<file path="src/rtl/convection_face_lumped_load_macros.svh">
// Assertion macros shared by the face contribution RTL.
`ifndef CONVECTION_FACE_LUMPED_LOAD_MACROS_SVH
`define CONVECTION_FACE_LUMPED_LOAD_MACROS_SVH
`ifndef SYNTH
`define CFLF_CHECK(lbl, prop) \
	lbl: assert property (@(posedge clk) disable iff (!arst_n) (prop)) \
		else $error("cflf check failed");
`define CFLF_CHECK_IMP(lbl, ante, cons) \
	lbl: assert property (@(posedge clk) disable iff (!arst_n) (ante) |-> (cons)) \
		else $error("cflf implication failed");
`define CFLF_CHECK_NXT(lbl, ante, cons) \
	lbl: assert property (@(posedge clk) disable iff (!arst_n) (ante) |=> (cons)) \
		else $error("cflf next-cycle check failed");
`else
`define CFLF_CHECK(lbl, prop)
`define CFLF_CHECK_IMP(lbl, ante, cons)
`define CFLF_CHECK_NXT(lbl, ante, cons)
`endif
`endif

</file>
<file path="src/rtl/cflf_pkg.sv">
// Shared types, codes and micro-program for the face contribution block.
`timescale 1ns / 1ps
package cflf_pkg;

	// configuration register indexes
	localparam logic [1:0] REG_H = 2'd0;
	localparam logic [1:0] REG_T = 2'd1;
	localparam logic [1:0] REG_N = 2'd2;

	localparam logic [31:0] H_RESET = 32'd0;
	localparam logic [31:0] T_RESET = 32'd19211878;
	localparam logic [24:0] N_RESET = 25'd16777216;

	// triangle selection
	localparam logic [1:0] TRI_012 = 2'd0;
	localparam logic [1:0] TRI_013 = 2'd1;
	localparam logic [1:0] TRI_123 = 2'd2;

	// micro-op kinds
	localparam logic [3:0] K_NOP  = 4'd0;
	localparam logic [3:0] K_EDGE = 4'd1;
	localparam logic [3:0] K_MUL  = 4'd2;
	localparam logic [3:0] K_MAG  = 4'd3;
	localparam logic [3:0] K_SQRT = 4'd4;
	localparam logic [3:0] K_NSUM = 4'd5;
	localparam logic [3:0] K_DIV  = 4'd6;
	localparam logic [3:0] K_DSAT = 4'd7;
	localparam logic [3:0] K_LOAD = 4'd8;

	// multiplier operand A
	localparam logic [2:0] A_U0 = 3'd0;
	localparam logic [2:0] A_U1 = 3'd1;
	localparam logic [2:0] A_U2 = 3'd2;
	localparam logic [2:0] A_CH = 3'd3;
	localparam logic [2:0] A_CL = 3'd4;
	localparam logic [2:0] A_H  = 3'd5;
	localparam logic [2:0] A_DH = 3'd6;
	localparam logic [2:0] A_DL = 3'd7;

	// multiplier operand B
	localparam logic [2:0] B_W0  = 3'd0;
	localparam logic [2:0] B_W1  = 3'd1;
	localparam logic [2:0] B_W2  = 3'd2;
	localparam logic [2:0] B_CH  = 3'd3;
	localparam logic [2:0] B_CL  = 3'd4;
	localparam logic [2:0] B_AHI = 3'd5;
	localparam logic [2:0] B_ALO = 3'd6;
	localparam logic [2:0] B_T   = 3'd7;

	// accumulate modes applied in the cycle after the multiply
	localparam logic [2:0] M_CX_LOAD = 3'd0;
	localparam logic [2:0] M_CX_SUB  = 3'd1;
	localparam logic [2:0] M_SS50    = 3'd2;
	localparam logic [2:0] M_SS26    = 3'd3;
	localparam logic [2:0] M_SS0     = 3'd4;
	localparam logic [2:0] M_W32     = 3'd5;
	localparam logic [2:0] M_WADD    = 3'd6;
	localparam logic [2:0] M_W24     = 3'd7;

	localparam logic [5:0] TRI_LAST  = 6'd24;
	localparam logic [5:0] FIN_START = 6'd25;
	localparam logic [5:0] FIN_LAST  = 6'd33;

	typedef struct packed {
		logic [3:0] kind;
		logic [2:0] a_sel;
		logic [2:0] b_sel;
		logic [2:0] mode;
	} op_t;

	typedef struct packed {
		logic       vtx_we;
		logic [1:0] vtx_slot;
		logic       face_start;
		logic       face_bad;
		logic       op_en;
		op_t        op;
		logic [1:0] tri_sel;
		logic [2:0] face_n;
		logic       out_load;
		logic [1:0] out_idx;
		logic       out_last;
	} cmd_t;

	typedef struct packed {
		logic iter_done;
		logic out_free;
	} sts_t;

	function automatic op_t mk_op(input logic [3:0] kind, input logic [2:0] a_sel,
			input logic [2:0] b_sel, input logic [2:0] mode);
		op_t o;
		o.kind  = kind;
		o.a_sel = a_sel;
		o.b_sel = b_sel;
		o.mode  = mode;
		return o;
	endfunction

	// one triangle (0..24), then the diagonal and load terms (25..33)
	function automatic op_t rom(input logic [5:0] pc);
		op_t o;
		case (pc)
			6'd0:  o = mk_op(K_EDGE, A_U0, B_W0, M_CX_LOAD);
			6'd1:  o = mk_op(K_MUL,  A_U1, B_W2, M_CX_LOAD);
			6'd2:  o = mk_op(K_MUL,  A_U2, B_W1, M_CX_SUB);
			6'd3:  o = mk_op(K_NOP,  A_U0, B_W0, M_CX_LOAD);
			6'd4:  o = mk_op(K_MAG,  A_U0, B_W0, M_CX_LOAD);
			6'd5:  o = mk_op(K_MUL,  A_CH, B_CH, M_SS50);
			6'd6:  o = mk_op(K_MUL,  A_CH, B_CL, M_SS26);
			6'd7:  o = mk_op(K_MUL,  A_CL, B_CL, M_SS0);
			6'd8:  o = mk_op(K_MUL,  A_U2, B_W0, M_CX_LOAD);
			6'd9:  o = mk_op(K_MUL,  A_U0, B_W2, M_CX_SUB);
			6'd10: o = mk_op(K_NOP,  A_U0, B_W0, M_CX_LOAD);
			6'd11: o = mk_op(K_MAG,  A_U0, B_W0, M_CX_LOAD);
			6'd12: o = mk_op(K_MUL,  A_CH, B_CH, M_SS50);
			6'd13: o = mk_op(K_MUL,  A_CH, B_CL, M_SS26);
			6'd14: o = mk_op(K_MUL,  A_CL, B_CL, M_SS0);
			6'd15: o = mk_op(K_MUL,  A_U0, B_W1, M_CX_LOAD);
			6'd16: o = mk_op(K_MUL,  A_U1, B_W0, M_CX_SUB);
			6'd17: o = mk_op(K_NOP,  A_U0, B_W0, M_CX_LOAD);
			6'd18: o = mk_op(K_MAG,  A_U0, B_W0, M_CX_LOAD);
			6'd19: o = mk_op(K_MUL,  A_CH, B_CH, M_SS50);
			6'd20: o = mk_op(K_MUL,  A_CH, B_CL, M_SS26);
			6'd21: o = mk_op(K_MUL,  A_CL, B_CL, M_SS0);
			6'd22: o = mk_op(K_NOP,  A_U0, B_W0, M_CX_LOAD);
			6'd23: o = mk_op(K_SQRT, A_U0, B_W0, M_CX_LOAD);
			6'd24: o = mk_op(K_NSUM, A_U0, B_W0, M_CX_LOAD);
			6'd25: o = mk_op(K_MUL,  A_H,  B_AHI, M_W32);
			6'd26: o = mk_op(K_MUL,  A_H,  B_ALO, M_WADD);
			6'd27: o = mk_op(K_NOP,  A_U0, B_W0, M_CX_LOAD);
			6'd28: o = mk_op(K_DIV,  A_U0, B_W0, M_CX_LOAD);
			6'd29: o = mk_op(K_DSAT, A_U0, B_W0, M_CX_LOAD);
			6'd30: o = mk_op(K_MUL,  A_DH, B_T, M_W24);
			6'd31: o = mk_op(K_MUL,  A_DL, B_T, M_WADD);
			6'd32: o = mk_op(K_NOP,  A_U0, B_W0, M_CX_LOAD);
			6'd33: o = mk_op(K_LOAD, A_U0, B_W0, M_CX_LOAD);
			default: o = mk_op(K_NOP, A_U0, B_W0, M_CX_LOAD);
		endcase
		return o;
	endfunction

endpackage

</file>
<file path="src/rtl/cflf_ctrl.sv">
// Controller: vertex counting, micro-program sequencing and result emission.
`timescale 1ns / 1ps
`include "convection_face_lumped_load_macros.svh"
module cflf_ctrl (
	input  logic            clk,
	input  logic            arst_n,
	input  logic            in_valid,
	input  logic            in_last,
	output logic            in_ready,
	input  cflf_pkg::sts_t  sts,
	output cflf_pkg::cmd_t  cmd
);

	localparam logic [1:0] ST_COLLECT = 2'd0;
	localparam logic [1:0] ST_RUN     = 2'd1;
	localparam logic [1:0] ST_WAIT    = 2'd2;
	localparam logic [1:0] ST_EMIT    = 2'd3;

	logic [1:0] state_q;
	logic [2:0] cnt_q, n_q, stored_q;
	logic [5:0] pc_q;
	logic [1:0] tri_q, k_q;

	logic          in_fire, bad_now;
	logic [2:0]    cnt_inc, stored_now;
	cflf_pkg::op_t op;

	always_comb begin
		in_ready   = state_q == ST_COLLECT;
		in_fire    = in_valid && in_ready;
		cnt_inc    = (cnt_q == 3'd7) ? 3'd7 : cnt_q + 3'd1;
		bad_now    = !(cnt_inc == 3'd3 || cnt_inc == 3'd4);
		stored_now = (cnt_inc > 3'd4) ? 3'd4 : cnt_inc;
		op         = cflf_pkg::rom(pc_q);

		cmd            = '0;
		cmd.vtx_we     = in_fire && !cnt_q[2];
		cmd.vtx_slot   = cnt_q[1:0];
		cmd.face_start = in_fire && in_last;
		cmd.face_bad   = bad_now;
		cmd.op_en      = state_q == ST_RUN;
		cmd.op         = op;
		cmd.tri_sel    = tri_q;
		cmd.face_n     = n_q;
		cmd.out_load   = (state_q == ST_EMIT) && sts.out_free;
		cmd.out_idx    = k_q;
		cmd.out_last   = ({1'b0, k_q} + 3'd1) == stored_q;
	end

	always_ff @(posedge clk or negedge arst_n) begin
		if (!arst_n) begin
			state_q  <= ST_COLLECT;
			cnt_q    <= 3'd0;
			n_q      <= 3'd0;
			stored_q <= 3'd0;
			pc_q     <= 6'd0;
			tri_q    <= cflf_pkg::TRI_012;
			k_q      <= 2'd0;
		end else begin
			case (state_q)
				ST_COLLECT: begin
					if (in_fire) begin
						if (in_last) begin
							cnt_q    <= 3'd0;
							n_q      <= cnt_inc;
							stored_q <= stored_now;
							k_q      <= 2'd0;
							pc_q     <= 6'd0;
							tri_q    <= (cnt_inc == 3'd3) ? cflf_pkg::TRI_012
								: cflf_pkg::TRI_013;
							state_q  <= bad_now ? ST_EMIT : ST_RUN;
						end else begin
							cnt_q <= cnt_inc;
						end
					end
				end
				ST_RUN: begin
					if (op.kind == cflf_pkg::K_SQRT || op.kind == cflf_pkg::K_DIV) begin
						state_q <= ST_WAIT;
					end else if (pc_q == cflf_pkg::TRI_LAST) begin
						if (tri_q == cflf_pkg::TRI_013) begin
							tri_q <= cflf_pkg::TRI_123;
							pc_q  <= 6'd0;
						end else begin
							pc_q <= cflf_pkg::FIN_START;
						end
					end else if (pc_q == cflf_pkg::FIN_LAST) begin
						k_q     <= 2'd0;
						state_q <= ST_EMIT;
					end else begin
						pc_q <= pc_q + 6'd1;
					end
				end
				ST_WAIT: begin
					if (sts.iter_done) begin
						pc_q    <= pc_q + 6'd1;
						state_q <= ST_RUN;
					end
				end
				ST_EMIT: begin
					if (sts.out_free) begin
						if (cmd.out_last)
							state_q <= ST_COLLECT;
						else
							k_q <= k_q + 2'd1;
					end
				end
				default: state_q <= ST_COLLECT;
			endcase
		end
	end

	`CFLF_CHECK_NXT(a_cnt_clear, in_fire && in_last, cnt_q == 3'd0)
	`CFLF_CHECK_IMP(a_emit_count, state_q == ST_EMIT, stored_q != 3'd0 && stored_q <= 3'd4)
	`CFLF_CHECK_IMP(a_run_pc, state_q == ST_RUN, pc_q <= cflf_pkg::FIN_LAST)
	`CFLF_CHECK_IMP(a_quad_tri, state_q == ST_RUN && tri_q != cflf_pkg::TRI_012, n_q == 3'd4)

endmodule

</file>
<file path="config.mk">
export PLATFORM = sky130hd
export DESIGN_NAME = cflf_ctrl
export DESIGN_NICKNAME = d
export VERILOG_FILES = /design/src/rtl/cflf_pkg.sv /design/src/rtl/cflf_ctrl.sv
export VERILOG_INCLUDE_DIRS = /design/src /design/src/rtl
export SDC_FILE = /design/constraint.sdc
export NUM_CORES = 1
export LEC_CHECK = 0
export ABC_AREA = 1
export BUFFER_PORTS_ARGS = -buffer_cell sky130_fd_sc_hd__buf_2
export CORE_UTILIZATION = 39
export DETAILED_ROUTE_END_ITERATION = 6
export GPL_ROUTABILITY_DRIVEN = 0
export HOLD_SLACK_MARGIN = 0.08
export PLACE_DENSITY = 0.65
export SYNTH_ARGS = -nofsm -noshare
export SYNTH_HDL_FRONTEND = slang
export SYNTH_SLANG_ARGS = --single-unit
</file>
<file path="constraint.sdc">
create_clock -name clk -period 2.9 [get_ports clk]
set_clock_uncertainty 0.05 [all_clocks]
set_input_delay 0.145 -clock clk [delete_from_list [all_inputs] [get_ports clk]]
set_output_delay 0.145 -clock clk [all_outputs]
set_load 0.005 [all_outputs]
</file>
==> results of run 1 <==
==> report_power, final <==
part	switching [mW]	leakage, nW	internal [mW]
registers	0.0877	0.277	0.392
logic	0.653	0.819	0.423
clock network	0.100	0.0217	0.0969
total	0.841	1.12	0.912
==> metal layers <==
metal / vias to the layer above / part of all wire / GRT usage
li1: 955 / - / -
met1: 838 / 0.47 / 0.257
met2: 73 / 0.45 / 0.302
met3: 5 / 0.076 / 0.0385
met4: 0 / 0.0078 / 0.0489
met5: - / 0 / 0
==> critical path, cell delays in order, from the launching register on <==
cell	delay (ns)
dfrtp_1	0.75
inv_2	0.27
nor2_1	0.23
o21ai_0	0.16
nand2_1	0.13
nand2_1	0.05
nand2_1	0.06
inv_1	0.04
buf_2	0.11
==> cells in the mapped netlist <==
library cell,n
a21oi_1,18
a31oi_1,2
a32o_1,1
buf_2,1
buf_4,5
buf_6,3
clkbuf_1,2
dfrtp_1,21
ha_1,13
inv_1,31
inv_2,5
nand2_1,85
nand2_2,4
nand3_1,14
nand3_2,4
nand4_1,1
nor2_1,18
nor2_4,1
nor3_1,1
nor3_4,1
o2111ai_1,1
o211ai_1,1
o21a_1,1
o21ai_0,24
o21ai_1,7
o22ai_1,1
o31ai_1,2
o32ai_1,1
or2_1,1
or2_2,4
xnor2_1,2
xor2_1,3
==> logic make-up (layout without fill, tap and decap cells) <==
logic type | count (synthesis) | after routing | share of synthesized area
buffers and inverters | 47 | 75 | 0.117
AND/OR/NAND/NOR | 134 | 134 | 0.317
AO/OA/AOI/OAI | 59 | 59 | 0.172
adder cells (fa/ha/maj) | 13 | 13 | 0.0873
flip-flops | 21 | 21 | 0.282
XOR/XNOR | 5 | 5 | 0.0235
==> per-stage QoR <==
stage | worst slack [ns] | cell area, µm² | power (mW)
2_1_floorplan | 1.16 | 1860 | 1.29
3_3_place_gp | 0.832 | 2020 | 1.56
3_5_place_dp | 0.780 | 2020 | 1.56
4_1_cts | 0.665 | 2070 | 1.77
5_1_grt | 0.442 | 2070 | 1.95
6_report | 0.638 | 2070 | 1.75
==> area by class of cell <==
type | instances | area [µm²] | area share
Sequential cell | 21 | 526 | 0.253
Clock buffer | 3 | 41.3 | 0.0199
Tap cell | 52 | 65.1 | 0.0314
Timing Repair Buffer | 35 | 180 | 0.0869
Multi-Input combinational cell | 211 | 1120 | 0.540
Inverter | 36 | 135 | 0.0651
Clock inverter | 1 | 7.51 | 0.00362
==> sequential cells by signal, indices dropped and copies added, names as in the netlist <==
signal,count
state_q,2
pc_q,6
cnt_q,3
k_q,2
tri_q,2
stored_q,3
n_q,3
==> worst paths after layout <==
path / endpoint / cells after the start / slack [ns]
worst min-delay path: cnt_q[2] / 4 / 0.17
max in group asynchronous: pc_q[3] / 2 / 2.13
min in group asynchronous: k_q[1] / 2 / 0.33
worst max register to register: pc_q[3] / 11 / 0.75
worst min register to register: n_q[1] / 2 / 0.43
worst max-delay path: cmd[11] / 8 / 0.64
==> results.toml, run 1 <==
[setup_path]
crit_type = "reg2out"
cp.arrival_ns = 2.07
crit_path_end_kind = "output port"
critPathLaunch = "pc_q[3]"
critPathRequiredTime_ns = 2.71
crit_path_max_fanout = 18
rr_startpoint = "pc_q[2]"
crit_path_start_kind = "flip-flop"

[clock_network]
cts_hold_buf = 1
cts-root-buf = "clkbuf_8"
insertion_delay_ns = 0.26
clock_path_buffers = 2
cts_resized = 0
cts_buffers = 3
cts_tree = "done"
post_cts_buffers = 0
cts.sinks = 21
h-tree-depth = 1
clkTransAtPathRegs_ns = 0.08

[sta]
rsz0062_at_grt = "false"
period_share = 0.780
hold-worst-slack_ns = 0.167
final_max_slew_viol_count = 0
period_needed_ns = 2.26
fmax_mhz = 442
tightest_slew_ns = 0.624
hold_viol = 0
slew_headroom = 0.584
tns_ns = 0
setup_viol = 0

[die]
die_area_um2 = 5060
io_pins = 35
rows = 24
start_util = 0.417
die_x_um = 71.1
die_y_um = 71.1
core_area_um2 = 4470

[global_route]
grt_max_degree = 22
gr-total-overflow = 0
grt_util_all_layers = 0.188
grt_pass1_wl_um = 7680
antenna_found_initial = 0
grt_pass1_vias = 1707

[yosys]
ys_ff_latch = 21
synth_top_cell_area_share = 0.282
ys_seq_area_frac = 0.282
ys_types = 32
synth_fp_nets = 298
synth_top_area_cell = "dfrtp_1"
syn_inst = 279
yosys_warnings = 0
synth_area_leaders = "dfrtp_1, nand2_1, ha_1, o21ai_0, inv_1"
avgSynthCellArea_um2 = 6.68
syn_area_um2 = 1860

[routing]
via_per_inst = 5.21
ant_nets = 0
first_pass_iters = 7
drt_iter0_markers = 177
wl_per_cell_um = 12.5
routed_wl_um = 4470
vias = 1871
drc = 3

[layout]
nets = 327
diodes = 0
final_common_cell = "nand2_1"
post-route-util = 0.464
mostFrequentLayoutCells = "nand2_1, buf_2, inv_1, o21ai_0, dfrtp_1"
num-fill-cells = 455
area_growth_pct = 11.3
drive_above_1_share = 0.186
fin_cells = 359

[status]
status = "finished with violations"
violations = "DRC"

[place]
hpwlAfterDp_um = 3430
portBuffers = 34
dp.cells = 354

[run]
maxCapViolCount = 0

[power_and_ir_drop]
p_leak_nw = 1.12
power.density_nw_per_um2 = 845
peakVddDrop_mv = 0.529

[min_path]
hp-start = "in_last"
hold_path_class = "in2reg"
Note: power is estimated with default switching activity, not from simulation.
==> inputs of run 2 (changes only) <==
- clock period: 2.9 -> 2.26 ns (I/O delays scaled with it)
==> run 2 against run 1 <==
  * The run still ends with DRC left
  * Total power is 30% higher
  * Combinational power grew 30%
  * Register-to-register slack worse by 0.46 ns
  * First-iteration DRC count up 15%
  * Critical path type unchanged
  * Largest cell class unchanged
  * Largest power group unchanged
==> results.toml, run 2 (synthesis gave the netlist of run 1 again) <==
[routing]
met1_length_um = 2170
first_pass_iters = 7
via_per_inst = 5.24
wl_per_cell_um = 12.5
wl_met3_um = 267
ant_nets = 0
vias = 1898
drt_iter0_markers = 203
wl_met2_um = 2050
drc = 3
top_layer_used = "met4"
routed_wl_um = 4520

[global_route]
grt_pass1_vias = 1756
grt_max_degree = 22
grt_pass1_wl_um = 7950
grt_util_all_layers = 0.195
antenna_found_initial = 0
gr-total-overflow = 0

[sta]
fmax_mhz = 482
slew_headroom = 0.679
tightest_slew_ns = 0.482
period_share = 0.917
final_max_slew_viol_count = 0
period_needed_ns = 2.07
setup_viol = 0
hold-worst-slack_ns = 0.132
final.setup.worst_slack_ns = 0.187
hold_viol = 0
tns_ns = 0
rsz0062_at_grt = "false"

[clock_network]
cts_buffers = 3
cts_tree = "done"
clkTransAtPathRegs_ns = 0.08
cts.sinks = 21
insertion_delay_ns = 0.27
h-tree-depth = 1
cts-root-buf = "clkbuf_8"
clock_path_buffers = 2

[die]
start_util = 0.417
rows = 24
core_area_um2 = 4470
io_pins = 35
die_x_um = 71.1
die_area_um2 = 5060
die_y_um = 71.1

[setup_path]
timing.rr.end = "pc_q[1]"
crit_path_max_fanout = 5
crit_type = "reg2out"
rr_worst_depth = 10
reg2reg_setup_slack_ns = 0.29
rr_startpoint = "pc_q[0]"
crit_path_start_kind = "flip-flop"
cp.arrival_ns = 1.91
critPathLaunch = "pc_q[1]"
critPathRequiredTime_ns = 2.10
crit_path_end_kind = "output port"
cp-endpoint = "cmd[11]"

[place]
pre_cts_ws_ns = 0.210
place_area_um2 = 2040
portBuffers = 34
hpwlAfterDp_um = 3530
dp.cells = 357

[status]
status = "finished with violations"
violations = "DRC"

[power_and_ir_drop]
power.density_nw_per_um2 = 1090
peakVddDrop_mv = 0.583
p_leak_nw = 1.13
p_total_mw = 2.28

[layout]
largest_register = "pc_q"
final_common_cell = "nand2_1"
drive_above_1_share = 0.197
mostFrequentLayoutCells = "nand2_1, buf_2, inv_1, o21ai_0, dfrtp_1"
post-route-util = 0.469
fin_cells = 362
largest_register_ffs = 6
nets = 330
diodes = 0
design_area_um2 = 2100
area_growth_pct = 12.6

[run]
maxCapViolCount = 0

[min_path]
hold_path_class = "in2reg"
[run 2: changes by cell type in the layout (fill, tap and decap cells not counted), sizes merged]
cell,delta
buf,+3
[run 2: what timing repair did]
action / CTS / global route
setup endpoints to repair: 0 / 5
resized for setup: 0 / 2
hold endpoints to repair: 21 / 0
buffers inserted: 0 / 0
hold buffers: 1 / 0
[run 2: worst min-delay path by stage]
stage            start    endpoint  slack, ns  depth (start not counted)
3_3_place_gp    arst_n      k_q[0]       0.06                          1
6_report       in_last    cnt_q[0]       0.13                          4
3_5_place_dp    arst_n  state_q[0]       0.05                          1
4_1_cts        in_last    cnt_q[1]       0.12                          4
5_1_grt        in_last    cnt_q[1]       0.17                          4
2_1_floorplan   arst_n    cnt_q[0]      -0.23                          0
[run 2: layer usage]
metal  up-vias  track usage
met5         -            0
li1        962            -
met3         5       0.0342
met2        68        0.319
met4         0       0.0378
met1       863        0.271
[run 2: final cells by class]
class | count | area [µm²]
fill | 464 | 2380
timing repair buffer | 38 | 203
multi-input combinational | 211 | 1120
clock inverter | 1 | 7.51
tap | 52 | 65.1
clock buffer | 3 | 41.3
sequential | 21 | 527
inverter | 36 | 135
[run 2: power breakdown]
part	total, mW	internal (mW)	leakage [nW]	switching (mW)
combinational	1.40	0.546	0.833	0.859
sequential	0.617	0.504	0.276	0.113
clock	0.258	0.125	0.0217	0.134
[run 2: worst max-delay path, stage by stage (launching register included)]
cell,delay (ns)
dfrtp_1,0.42
inv_1,0.12
ha_1,0.35
inv_1,0.11
o21ai_0,0.29
nand2_1,0.08
nand2_1,0.07
nand2_1,0.05
inv_1,0.06
buf_2,0.10
